==> src/sv/l2lh_pkg.sv <==
// ----------------------------------------------------------------------------
// l2lh_pkg
// Shared sizes, mode codes, control structs and helper functions for the
// log2 latency histogram.
// ----------------------------------------------------------------------------
package l2lh_pkg;

   localparam int NUM_BUCKETS = 16;
   localparam int BUCKET_W    = $clog2(NUM_BUCKETS);
   localparam int CNT_W       = 32;
   localparam int TOT_W       = CNT_W + BUCKET_W;
   localparam int SUM_W       = 64;
   localparam int US_W        = 32;
   localparam int Q_W         = 17;
   localparam int IDX_W       = 4;
   localparam int UB_W        = 16;
   localparam int MEAN_W      = 32;
   localparam int SAMPLE_W    = 36;
   localparam int PROD_W      = TOT_W + Q_W;
   localparam int DIV_CNT_W   = $clog2(SUM_W);
   localparam int IDX_EXT_W   = (BUCKET_W > IDX_W) ? BUCKET_W : IDX_W;
   localparam int TOT_EXT_W   = (TOT_W > SAMPLE_W) ? TOT_W : SAMPLE_W;

   localparam logic [Q_W-1:0]      Q_ONE      = Q_W'(65536);
   localparam logic [SAMPLE_W-1:0] SAMPLE_MAX = '1;
   localparam logic [BUCKET_W-1:0] LAST_BUCKET = BUCKET_W'(NUM_BUCKETS - 1);

   typedef enum logic [1:0] {
      MODE_RECORD = 2'd0,
      MODE_PCT    = 2'd1,
      MODE_MEAN   = 2'd2,
      MODE_CLEAR  = 2'd3
   } mode_type;

   typedef struct packed {
      logic capture;
      logic record;
      logic clear;
      logic mul;
      logic target;
      logic walk;
      logic div_start;
      logic load_rsp;
   } cmd_type;

   typedef struct packed {
      logic total_zero;
      logic walk_hit;
      logic div_done;
   } status_type;

   // Bucket 0 below 1000 us, else one past the highest 1000*2^j that fits.
   function automatic logic [BUCKET_W-1:0] bucket_of(input logic [US_W-1:0] us);
      logic [BUCKET_W-1:0] b;
      b = '0;
      for (int j = 0; j < NUM_BUCKETS - 1; j++) begin
         if (64'(us) >= (64'd1000 << j)) begin
            b = BUCKET_W'(j + 1);
         end
      end
      return b;
   endfunction

   function automatic logic [UB_W-1:0] bound_ms(input logic [BUCKET_W-1:0] i);
      logic [UB_W-1:0] ub;
      if (i == '0) begin
         ub = UB_W'(1);
      end else if (32'(i) >= 32'd16) begin
         ub = '1;
      end else begin
         ub = UB_W'(1) << i;
      end
      return ub;
   endfunction

   function automatic logic [IDX_W-1:0] idx_out(input logic [BUCKET_W-1:0] b);
      logic [IDX_EXT_W-1:0] e;
      e = IDX_EXT_W'(b);
      return e[IDX_W-1:0];
   endfunction

   function automatic logic [SAMPLE_W-1:0] sat_total(input logic [TOT_W-1:0] t);
      logic [TOT_EXT_W-1:0] e;
      logic [SAMPLE_W-1:0]  r;
      e = TOT_EXT_W'(t);
      if (e > TOT_EXT_W'(SAMPLE_MAX)) begin
         r = SAMPLE_MAX;
      end else begin
         r = e[SAMPLE_W-1:0];
      end
      return r;
   endfunction

endpackage

==> src/sv/log2_latency_histogram_core.sv <==
// ----------------------------------------------------------------------------
// log2_latency_histogram_core
// Log2 millisecond latency histogram with percentile and mean queries.
// Request to response: record and clear pass their own state, percentile
// walks the buckets after the target (one bucket per cycle in the walk),
// mean runs the 64-step bit-serial divider, empty queries skip to the response.
// One request in flight; a finished response waits in its own register.
// Synchronous reset clears counters, sum and total at once, no sweep.
// ----------------------------------------------------------------------------
module log2_latency_histogram_core
   import l2lh_pkg::*;
(
   input  logic                clock,
   input  logic                reset,
   input  logic                req_valid,
   output logic                req_stall,
   input  logic [1:0]          req_mode,
   input  logic [US_W-1:0]     req_latency_us,
   input  logic [Q_W-1:0]      req_quantile_q16,
   output logic                rsp_valid,
   input  logic                rsp_stall,
   output logic [IDX_W-1:0]    rsp_bucket_index,
   output logic [UB_W-1:0]     rsp_upper_bound_ms,
   output logic [MEAN_W-1:0]   rsp_mean_us,
   output logic [SAMPLE_W-1:0] rsp_sample_count
);

   cmd_type    cmd;
   status_type stat;

   l2lh_ctrl u_ctrl (
      .clock     (clock),
      .reset     (reset),
      .req_valid (req_valid),
      .req_stall (req_stall),
      .req_mode  (req_mode),
      .rsp_valid (rsp_valid),
      .rsp_stall (rsp_stall),
      .cmd       (cmd),
      .stat      (stat)
   );

   l2lh_datapath u_datapath (
      .clock              (clock),
      .reset              (reset),
      .cmd                (cmd),
      .stat               (stat),
      .req_latency_us     (req_latency_us),
      .req_quantile_q16   (req_quantile_q16),
      .rsp_bucket_index   (rsp_bucket_index),
      .rsp_upper_bound_ms (rsp_upper_bound_ms),
      .rsp_mean_us        (rsp_mean_us),
      .rsp_sample_count   (rsp_sample_count)
   );

   // never overwrite a response that is still waiting
   a_no_overwrite: assert property (@(posedge clock) disable iff (reset)
      cmd.load_rsp |-> (!rsp_valid || !rsp_stall))
      else $error("response overwritten while stalled");

   a_one_op: assert property (@(posedge clock) disable iff (reset)
      $onehot0({cmd.record, cmd.clear, cmd.mul, cmd.target, cmd.walk,
                cmd.div_start, cmd.load_rsp}))
      else $error("more than one datapath operation at once");

   a_clear_empties: assert property (@(posedge clock) disable iff (reset)
      cmd.clear |=> stat.total_zero)
      else $error("total not zero after clear");

   // hold the response steady while the receiver stalls
   a_rsp_stable: assert property (@(posedge clock) disable iff (reset)
      (rsp_valid && rsp_stall) |=> (rsp_valid && $stable({rsp_bucket_index,
         rsp_upper_bound_ms, rsp_mean_us, rsp_sample_count})))
      else $error("response changed while stalled");

endmodule

==> src/sv/l2lh_divider.sv <==
// ----------------------------------------------------------------------------
// l2lh_divider
// Restoring divider: latency sum over sample total, one quotient bit a cycle.
// ----------------------------------------------------------------------------
module l2lh_divider
   import l2lh_pkg::*;
(
   input  logic             clock,
   input  logic             reset,
   input  logic             start,
   input  logic [SUM_W-1:0] dividend,
   input  logic [TOT_W-1:0] divisor,
   output logic             done,
   output logic [SUM_W-1:0] quotient
);

   logic                 busy_ff, busy_in;
   logic                 done_ff, done_in;
   logic [DIV_CNT_W-1:0] step_ff, step_in;
   logic [TOT_W-1:0]     rem_ff, rem_in;
   logic [SUM_W-1:0]     quo_ff, quo_in;
   logic [TOT_W-1:0]     dvs_ff, dvs_in;
   logic [TOT_W:0]       rem_sh;
   logic [TOT_W:0]       rem_sub;
   logic                 fits;

   always_comb begin
      rem_sh  = {rem_ff, quo_ff[SUM_W-1]};
      rem_sub = rem_sh - {1'b0, dvs_ff};
      fits    = rem_sh >= {1'b0, dvs_ff};
      busy_in = busy_ff;
      done_in = 1'b0;
      step_in = step_ff;
      rem_in  = rem_ff;
      quo_in  = quo_ff;
      dvs_in  = dvs_ff;
      if (start) begin
         busy_in = 1'b1;
         step_in = '0;
         rem_in  = '0;
         quo_in  = dividend;
         dvs_in  = divisor;
      end else if (busy_ff) begin
         // shift the next dividend bit in, take the quotient bit out
         rem_in  = fits ? rem_sub[TOT_W-1:0] : rem_sh[TOT_W-1:0];
         quo_in  = {quo_ff[SUM_W-2:0], fits};
         step_in = step_ff + 1'b1;
         if (step_ff == '1) begin
            busy_in = 1'b0;
            done_in = 1'b1;
         end
      end
   end

   always_ff @(posedge clock) begin
      if (reset) begin
         busy_ff <= 1'b0;
         done_ff <= 1'b0;
      end else begin
         busy_ff <= busy_in;
         done_ff <= done_in;
      end
      step_ff <= step_in;
      rem_ff  <= rem_in;
      quo_ff  <= quo_in;
      dvs_ff  <= dvs_in;
   end

   assign done     = done_ff;
   assign quotient = quo_ff;

endmodule

==> src/sv/l2lh_datapath.sv <==
// ----------------------------------------------------------------------------
// l2lh_datapath
// Bucket counters, latency sum, percentile walk, mean division and the
// response register.
// ----------------------------------------------------------------------------
module l2lh_datapath
   import l2lh_pkg::*;
(
   input  logic                clock,
   input  logic                reset,
   input  cmd_type             cmd,
   output status_type          stat,
   input  logic [US_W-1:0]     req_latency_us,
   input  logic [Q_W-1:0]      req_quantile_q16,
   output logic [IDX_W-1:0]    rsp_bucket_index,
   output logic [UB_W-1:0]     rsp_upper_bound_ms,
   output logic [MEAN_W-1:0]   rsp_mean_us,
   output logic [SAMPLE_W-1:0] rsp_sample_count
);

   logic [CNT_W-1:0]    cnt_ff [NUM_BUCKETS];
   logic [SUM_W-1:0]    sum_ff;
   logic [TOT_W-1:0]    total_ff;

   logic [US_W-1:0]     us_ff;
   logic [Q_W-1:0]      q_ff;
   logic [PROD_W-1:0]   prod_ff;
   logic [TOT_W-1:0]    target_ff;
   logic [TOT_W-1:0]    cum_ff;
   logic [BUCKET_W-1:0] walk_ff;

   logic [IDX_W-1:0]    res_idx_ff;
   logic [UB_W-1:0]     res_ub_ff;
   logic [MEAN_W-1:0]   res_mean_ff;

   logic [IDX_W-1:0]    rsp_idx_ff;
   logic [UB_W-1:0]     rsp_ub_ff;
   logic [MEAN_W-1:0]   rsp_mean_ff;
   logic [SAMPLE_W-1:0] rsp_cnt_ff;

   logic [BUCKET_W-1:0] bucket;
   logic [BUCKET_W-1:0] rd_addr;
   logic [CNT_W-1:0]    cnt_rd;
   logic [SUM_W:0]      sum_add;
   logic [Q_W-1:0]      q_clamp;
   logic [PROD_W-1:0]   tgt_sum;
   logic [TOT_W-1:0]    cum_nx;
   logic                div_done;
   logic [SUM_W-1:0]    quotient;
   logic [MEAN_W-1:0]   mean_sat;

   always_comb begin
      bucket   = bucket_of(us_ff);
      rd_addr  = cmd.walk ? walk_ff : bucket;
      cnt_rd   = cnt_ff[rd_addr];
      sum_add  = {1'b0, sum_ff} + (SUM_W + 1)'(us_ff);
      q_clamp  = (q_ff > Q_ONE) ? Q_ONE : q_ff;
      tgt_sum  = prod_ff + PROD_W'(16'hFFFF);
      cum_nx   = cum_ff + TOT_W'(cnt_rd);
      mean_sat = (|quotient[SUM_W-1:MEAN_W]) ? '1 : quotient[MEAN_W-1:0];
   end

   assign stat.total_zero = (total_ff == '0);
   assign stat.walk_hit   = (cum_nx >= target_ff) || (walk_ff == LAST_BUCKET);
   assign stat.div_done   = div_done;

   l2lh_divider u_divider (
      .clock    (clock),
      .reset    (reset),
      .start    (cmd.div_start),
      .dividend (sum_ff),
      .divisor  (total_ff),
      .done     (div_done),
      .quotient (quotient)
   );

   // histogram state
   always_ff @(posedge clock) begin
      if (reset || cmd.clear) begin
         for (int i = 0; i < NUM_BUCKETS; i++) begin
            cnt_ff[i] <= '0;
         end
         sum_ff   <= '0;
         total_ff <= '0;
      end else if (cmd.record) begin
         // hold a full counter; the sum still takes the sample
         if (cnt_rd != '1) begin
            cnt_ff[bucket] <= cnt_rd + 1'b1;
            total_ff       <= total_ff + 1'b1;
         end
         sum_ff <= sum_add[SUM_W] ? '1 : sum_add[SUM_W-1:0];
      end
   end

   // request capture, percentile walk and result
   always_ff @(posedge clock) begin
      if (cmd.capture) begin
         us_ff       <= req_latency_us;
         q_ff        <= req_quantile_q16;
         res_idx_ff  <= '0;
         res_ub_ff   <= '0;
         res_mean_ff <= '0;
      end
      if (cmd.record) begin
         res_idx_ff <= idx_out(bucket);
      end
      if (cmd.mul) begin
         prod_ff <= PROD_W'(total_ff) * PROD_W'(q_clamp);
      end
      if (cmd.target) begin
         target_ff <= tgt_sum[TOT_W+15:16];
         cum_ff    <= '0;
         walk_ff   <= '0;
      end
      if (cmd.walk) begin
         cum_ff <= cum_nx;
         if (stat.walk_hit) begin
            res_idx_ff <= idx_out(walk_ff);
            res_ub_ff  <= bound_ms(walk_ff);
         end else begin
            walk_ff <= walk_ff + 1'b1;
         end
      end
      if (div_done) begin
         res_mean_ff <= mean_sat;
      end
      if (cmd.load_rsp) begin
         rsp_idx_ff  <= res_idx_ff;
         rsp_ub_ff   <= res_ub_ff;
         rsp_mean_ff <= res_mean_ff;
         rsp_cnt_ff  <= sat_total(total_ff);
      end
   end

   assign rsp_bucket_index   = rsp_idx_ff;
   assign rsp_upper_bound_ms = rsp_ub_ff;
   assign rsp_mean_us        = rsp_mean_ff;
   assign rsp_sample_count   = rsp_cnt_ff;

endmodule

==> src/sv/l2lh_ctrl.sv <==
// ----------------------------------------------------------------------------
// l2lh_ctrl
// Sequencer for the histogram: dispatches each request by mode, steps the
// datapath and hands the result to the response register.
// ----------------------------------------------------------------------------
module l2lh_ctrl
   import l2lh_pkg::*;
(
   input  logic       clock,
   input  logic       reset,
   input  logic       req_valid,
   output logic       req_stall,
   input  logic [1:0] req_mode,
   output logic       rsp_valid,
   input  logic       rsp_stall,
   output cmd_type    cmd,
   input  status_type stat
);

   typedef enum logic [3:0] {
      ST_IDLE,
      ST_RECORD,
      ST_CLEAR,
      ST_MUL,
      ST_TARGET,
      ST_WALK,
      ST_MEAN,
      ST_DIV_WAIT,
      ST_DONE
   } state_type;

   state_type state_ff, state_in;
   logic      rsp_valid_ff, rsp_valid_in;
   logic      out_free;

   always_comb begin
      cmd          = '0;
      state_in     = state_ff;
      out_free     = !rsp_valid_ff || !rsp_stall;
      rsp_valid_in = rsp_valid_ff && rsp_stall;
      unique case (state_ff)
         ST_IDLE: begin
            if (req_valid) begin
               cmd.capture = 1'b1;
               unique case (mode_type'(req_mode))
                  MODE_RECORD: state_in = ST_RECORD;
                  MODE_PCT:    state_in = ST_MUL;
                  MODE_MEAN:   state_in = ST_MEAN;
                  MODE_CLEAR:  state_in = ST_CLEAR;
                  default:     state_in = ST_IDLE;
               endcase
            end
         end
         ST_RECORD: begin
            cmd.record = 1'b1;
            state_in   = ST_DONE;
         end
         ST_CLEAR: begin
            cmd.clear = 1'b1;
            state_in  = ST_DONE;
         end
         ST_MUL: begin
            // empty histogram: the zeroed result stands
            if (stat.total_zero) begin
               state_in = ST_DONE;
            end else begin
               cmd.mul  = 1'b1;
               state_in = ST_TARGET;
            end
         end
         ST_TARGET: begin
            cmd.target = 1'b1;
            state_in   = ST_WALK;
         end
         ST_WALK: begin
            cmd.walk = 1'b1;
            if (stat.walk_hit) begin
               state_in = ST_DONE;
            end
         end
         ST_MEAN: begin
            if (stat.total_zero) begin
               state_in = ST_DONE;
            end else begin
               cmd.div_start = 1'b1;
               state_in      = ST_DIV_WAIT;
            end
         end
         ST_DIV_WAIT: begin
            if (stat.div_done) begin
               state_in = ST_DONE;
            end
         end
         ST_DONE: begin
            // hold the result until the response register frees up
            if (out_free) begin
               cmd.load_rsp = 1'b1;
               rsp_valid_in = 1'b1;
               state_in     = ST_IDLE;
            end
         end
         default: begin
            state_in = ST_IDLE;
         end
      endcase
   end

   always_ff @(posedge clock) begin
      if (reset) begin
         state_ff     <= ST_IDLE;
         rsp_valid_ff <= 1'b0;
      end else begin
         state_ff     <= state_in;
         rsp_valid_ff <= rsp_valid_in;
      end
   end

   assign req_stall = (state_ff != ST_IDLE);
   assign rsp_valid = rsp_valid_ff;

endmodule
==> config.mk <==
export PLATFORM = sky130hd
export DESIGN_NAME = log2_latency_histogram_core
export DESIGN_NICKNAME = d
export VERILOG_FILES = /design/src/sv/l2lh_pkg.sv /design/src/sv/log2_latency_histogram_core.sv /design/src/sv/l2lh_divider.sv /design/src/sv/l2lh_datapath.sv /design/src/sv/l2lh_ctrl.sv
export SDC_FILE = /design/constraint.sdc
export NUM_CORES = 2
export LEC_CHECK = 0
export BUFFER_PORTS_ARGS = -buffer_cell sky130_fd_sc_hd__buf_2
export CAP_MARGIN = 20
export CORE_ASPECT_RATIO = 0.7
export CORE_MARGIN = 2
export CORE_UTILIZATION = 40
export DETAILED_ROUTE_END_ITERATION = 12
export PLACE_DENSITY = 0.56
export SLEW_MARGIN = 20
export SYNTH_ARGS = -nofsm -noshare
export SYNTH_HDL_FRONTEND = slang
export SYNTH_SLANG_ARGS = --single-unit
==> constraint.sdc <==
create_clock -name clock -period 26.9 [get_ports clock]
set_input_delay 5.38 -clock clock [delete_from_list [all_inputs] [get_ports clock]]
set_output_delay 5.38 -clock clock [all_outputs]
set_load 0.01 [all_outputs]
==> key figures <==
Run status
  – Outcome: complete, no violations

Setup path
  – CP max stage cell: buf_4
  – Critical Path Most Common Cell: a21oi_1
  – Slowest Stage Delay on Critical Path: 0.81 ns
  – Critical Path RT: 27.52 ns
  – Worst r2r src: u_datapath.us_ff[27]
  – Crit path DAT: 11.69 ns
  – Worst Path Max Fanout: 52
  – Flop-to-flop setup slack: 15.83 ns
  – Worst reg2reg path depth: 34
  – CP Capture Type: flip-flop
  – Critical Path Start Type: flip-flop
  – Crit Path Category: reg -> reg
  – Worst reg2reg path endpoint: u_ctrl.state_ff[0]

STA
  – Max Slew Vio Count: 0
  – Worst-Margin Slew: 0.970 ns
  – Fmax achieved: 0.0903 GHz
  – Clock Skews: 0.0389 ns
  – Final setup fails: 0
  – Total Neg Setup Slack: 0 ns
  – Period utilization: 0.412
  – Crit path time final: 11.07 ns
  – Unrepaired setup endpoints after global routing: false
  – Relative slew slack: 0.350
  – Fin. Hold Viols: 0

Clock tree
  – Setup Buffers After CTS: 0
  – Sink Count: 1,078
  – CTS Root Cell: clkbuf_16
  – CTS H-tree depth: 3
  – Clk buf depth: 3
  – CTS tree: yes
  – CTS Buf Count: 112
  – Clk slew on worst S/H paths: 0.06 ns
  – Post-cts sizing count: 0
  – CTS Hold Buffers Added: 0
  – Clk_lat worst skew: 0.77 ns

Power
  – PD cells: 74.8 mW/mm²
  – Peak supply drop: 54.1 µV
  – Leakage: 0.0324 µW

Hold path
  – Hold crit path type: reg -> reg
  – WHS Path Cells: 0
  – Hold Path Sink: u_datapath.rsp_mean_us[21]
  – Worst Min Path Start: u_datapath.res_mean_ff[21]

Yosys
  – EDFF count, synth: 905
  – Commonest register cell after synthesis: edfxtp_1
  – Yosys top cell area share: 0.389
  – Avg Cell Area, Syn: 10.5 µm²
  – Fraction of registers with async set/reset: 0
  – Synth Warn #: 0
  – Register bit total from synthesis: 1,078
  – Syn Inst Count: 6,642
  – Top cells by area, synth: edfxtp_1, fa_1, nand2_1
  – Synth area leader: edfxtp_1
  – Sequential area share after synthesis: 0.438
  – Synth cell types: 102
  – Syn_nets: 7,477
  – Synth Cell Area: 0.0699 mm²

Die
  – DIE AREA: 0.178 mm²
  – Initial Utilization: 0.402
  – Core area: 0.174 mm²
  – Row cnt: 128
  – Die height: 354 µm
  – Io pins: 145
  – Die Wd: 504 µm

Place
  – DP HPWL: 133 mm
  – GP Congestion: 0.866
  – Port bufs: 144
  – Area after DPL: 0.0729 mm²

Drt
  – Routed wire length: 197 mm
  – Wire per inst: 21.7 µm
  – DR iter-0 viols: 5,020
  – Routed Antenna Nets: 0
  – Pre-Repair DR Iteration Count: 6
  – Vias/cell: 5.42
  – Post-route DRC: 0
  – Vias: 49.1k

Cells and area
  – Area grow syn2layout: 9.90%
  – Fin nets: 7,461
  – Post-route design area: 0.0768 mm²
  – Layout cells sized above 1: 0.100

Job
  – Max-cap violation count: 0

Global routing
  – First-pass GRT wire length: 301 mm
  – All-layer global routing usage: 0.222
  – Initial antenna violation count: 16
  – Aggregate global routing overflow: 0
  – Vias in the first global route: 48.1k
  – Largest net degree at the start of global routing: 95
critical path: cells and delay by family, from the launching register on:
| kind | cells | cell delay, ns |
|---|---|---|
| mux | 1 | 0.41 |
| simple gates | 8 | 2.43 |
| flops | 1 | 0.41 |
| xor+xnor | 1 | 0.15 |
| compound gates | 19 | 5.06 |
| fa+ha+maj | 2 | 0.66 |
| buf+inv | 3 | 1.74 |
worst max path at each step:
stage	startpoint	endpoint	slack, ns	depth (start not counted)
floorplan	rsp_stall	u_datapath.rsp_bucket_index[0]	16.79	1
global placement	u_datapath.us_ff[25]	u_datapath.res_ub_ff[15]	15.90	33
detailed placement	u_datapath.us_ff[27]	u_datapath.res_ub_ff[9]	15.74	33
CTS	u_datapath.us_ff[27]	u_datapath.res_ub_ff[9]	15.66	33
global route	u_datapath.us_ff[26]	u_ctrl.state_ff[2]	15.10	34
finish	u_datapath.us_ff[27]	u_ctrl.state_ff[0]	15.83	34
cell usage after synthesis (19+ instances only):
cell type and instances:
nor2_1 762, clkbuf_1 282, xor2_1 71, a31oi_1 67, a311oi_1 21, o21ai_0 186, a211oi_1 50, buf_6 27
mux2i_1 94, nand4_1 49, inv_1 729, nand3_1 120, a21o_1 78, ha_1 269, nor3_1 61, xnor2_1 151
buf_4 25, and3_1 51, buf_1 24, nor4_1 36, o21a_1 39, mux4_2 80, and2_1 124, or4_1 19
nor2b_1 53, or3_1 40, a21oi_1 187, buf_2 68, o211ai_1 19, dfxtp_1 173, nand2_1 1006, nand2b_1 40
edfxtp_1 905, fa_1 511
power breakdown:
| part | switching, µW | leakage, µW | total [µW] | internal [µW] |
|---|---|---|---|---|
| Sequential | 137 | 0.0104 | 2310 | 2170 |
| Combinational | 1200 | 0.0200 | 1800 | 608 |
| Clock | 699 | 0.00187 | 1630 | 931 |
| Total | 2030 | 0.0324 | 5740 | 3710 |
cell type report:
cell class                 instances  area (µm²)
inverter                         731        2750
clock inverter                    66         786
multi-input combinational       4402       34700
antenna                            3        7.51
fill                           16300       97000
tap                             2340        2930
clock buffer                     142        3050
timing repair buffer             301        1940
sequential                      1078       30600
layer usage:
layer  wire length, µm  global-route usage
met1             94500               0.349
met2             81500               0.316
met3             16900              0.0422
met4              3600              0.0417
met5                76                   0
registers in the layout (all words and copies together), names as in the netlist, 4 cells and up:
| register | flops |
|---|---|
| u_datapath.cnt_ff | 512 |
| u_datapath.sum_ff | 64 |
| u_datapath.u_divider.quotient | 64 |
| u_datapath.prod_ff | 52 |
| u_datapath.cum_ff | 36 |
| u_datapath.rsp_sample_count | 36 |
| u_datapath.target_ff | 36 |
| u_datapath.total_ff | 36 |
| u_datapath.u_divider.dvs_ff | 36 |
| u_datapath.u_divider.rem_ff | 36 |
| u_datapath.res_mean_ff | 32 |
| u_datapath.rsp_mean_us | 32 |
| u_datapath.us_ff | 32 |
| u_datapath.q_ff | 17 |
| u_datapath.res_ub_ff | 16 |
| u_datapath.rsp_upper_bound_ms | 16 |
| u_datapath.u_divider.step_ff | 6 |
| u_ctrl.state_ff | 4 |
| u_datapath.res_idx_ff | 4 |
| u_datapath.rsp_bucket_index | 4 |
| u_datapath.walk_ff | 4 |
cell usage in the layout, fill, tap and decap left out, drive strengths merged, types with 16 or more instances in the layout:
cell and instances:
a211oi 50, a21o 78, a21oi 189, a311oi 23, a31oi 67, and2 125
and3 51, and4 16, buf 301, clkbuf 142, clkinv 47, dfxtp 173
edfxtp 905, fa 511, ha 269, inv 735, mux2i 94, mux4 86
nand2 1006, nand2b 40, nand3 121, nand4 50, nor2 763, nor2b 53
nor3 63, nor4 39, o211ai 19, o21a 39, o21ai 191, o31ai 17
or3 40, or4 20, xnor2 153, xor2 71
stage by stage:
step            util  power [µW]  setup slack (ns)  hold slack, ns  instances
3_3_place_gp   0.419        4100             15.90           0.403       8846
6_report       0.442        5740             15.83           0.418       9063
4_1_cts        0.441        5770             15.66           0.420       9058
3_5_place_dp   0.419        4120             15.74           0.405       8850
5_1_grt        0.442        6040             15.10           0.426       9062
2_1_floorplan      -        3520             16.79           0.400       6642
logic make-up (layout without fill, tap and decap cells):
logic type | Yosys count | count (layout) | share of synthesized area
xor gates and xnor gates | 224 | 224 | 0.0283
other | 0 | 3 | 0
adders and majority gates | 780 | 780 | 0.195
and+or+nand+nor | 2423 | 2423 | 0.153
buffers and inverters | 1162 | 1240 | 0.0688
AOI/OAI and AO/OA | 787 | 787 | 0.0738
muxes | 188 | 188 | 0.0428
DFF | 1078 | 1078 | 0.438
(Power assumes the default switching activity.)
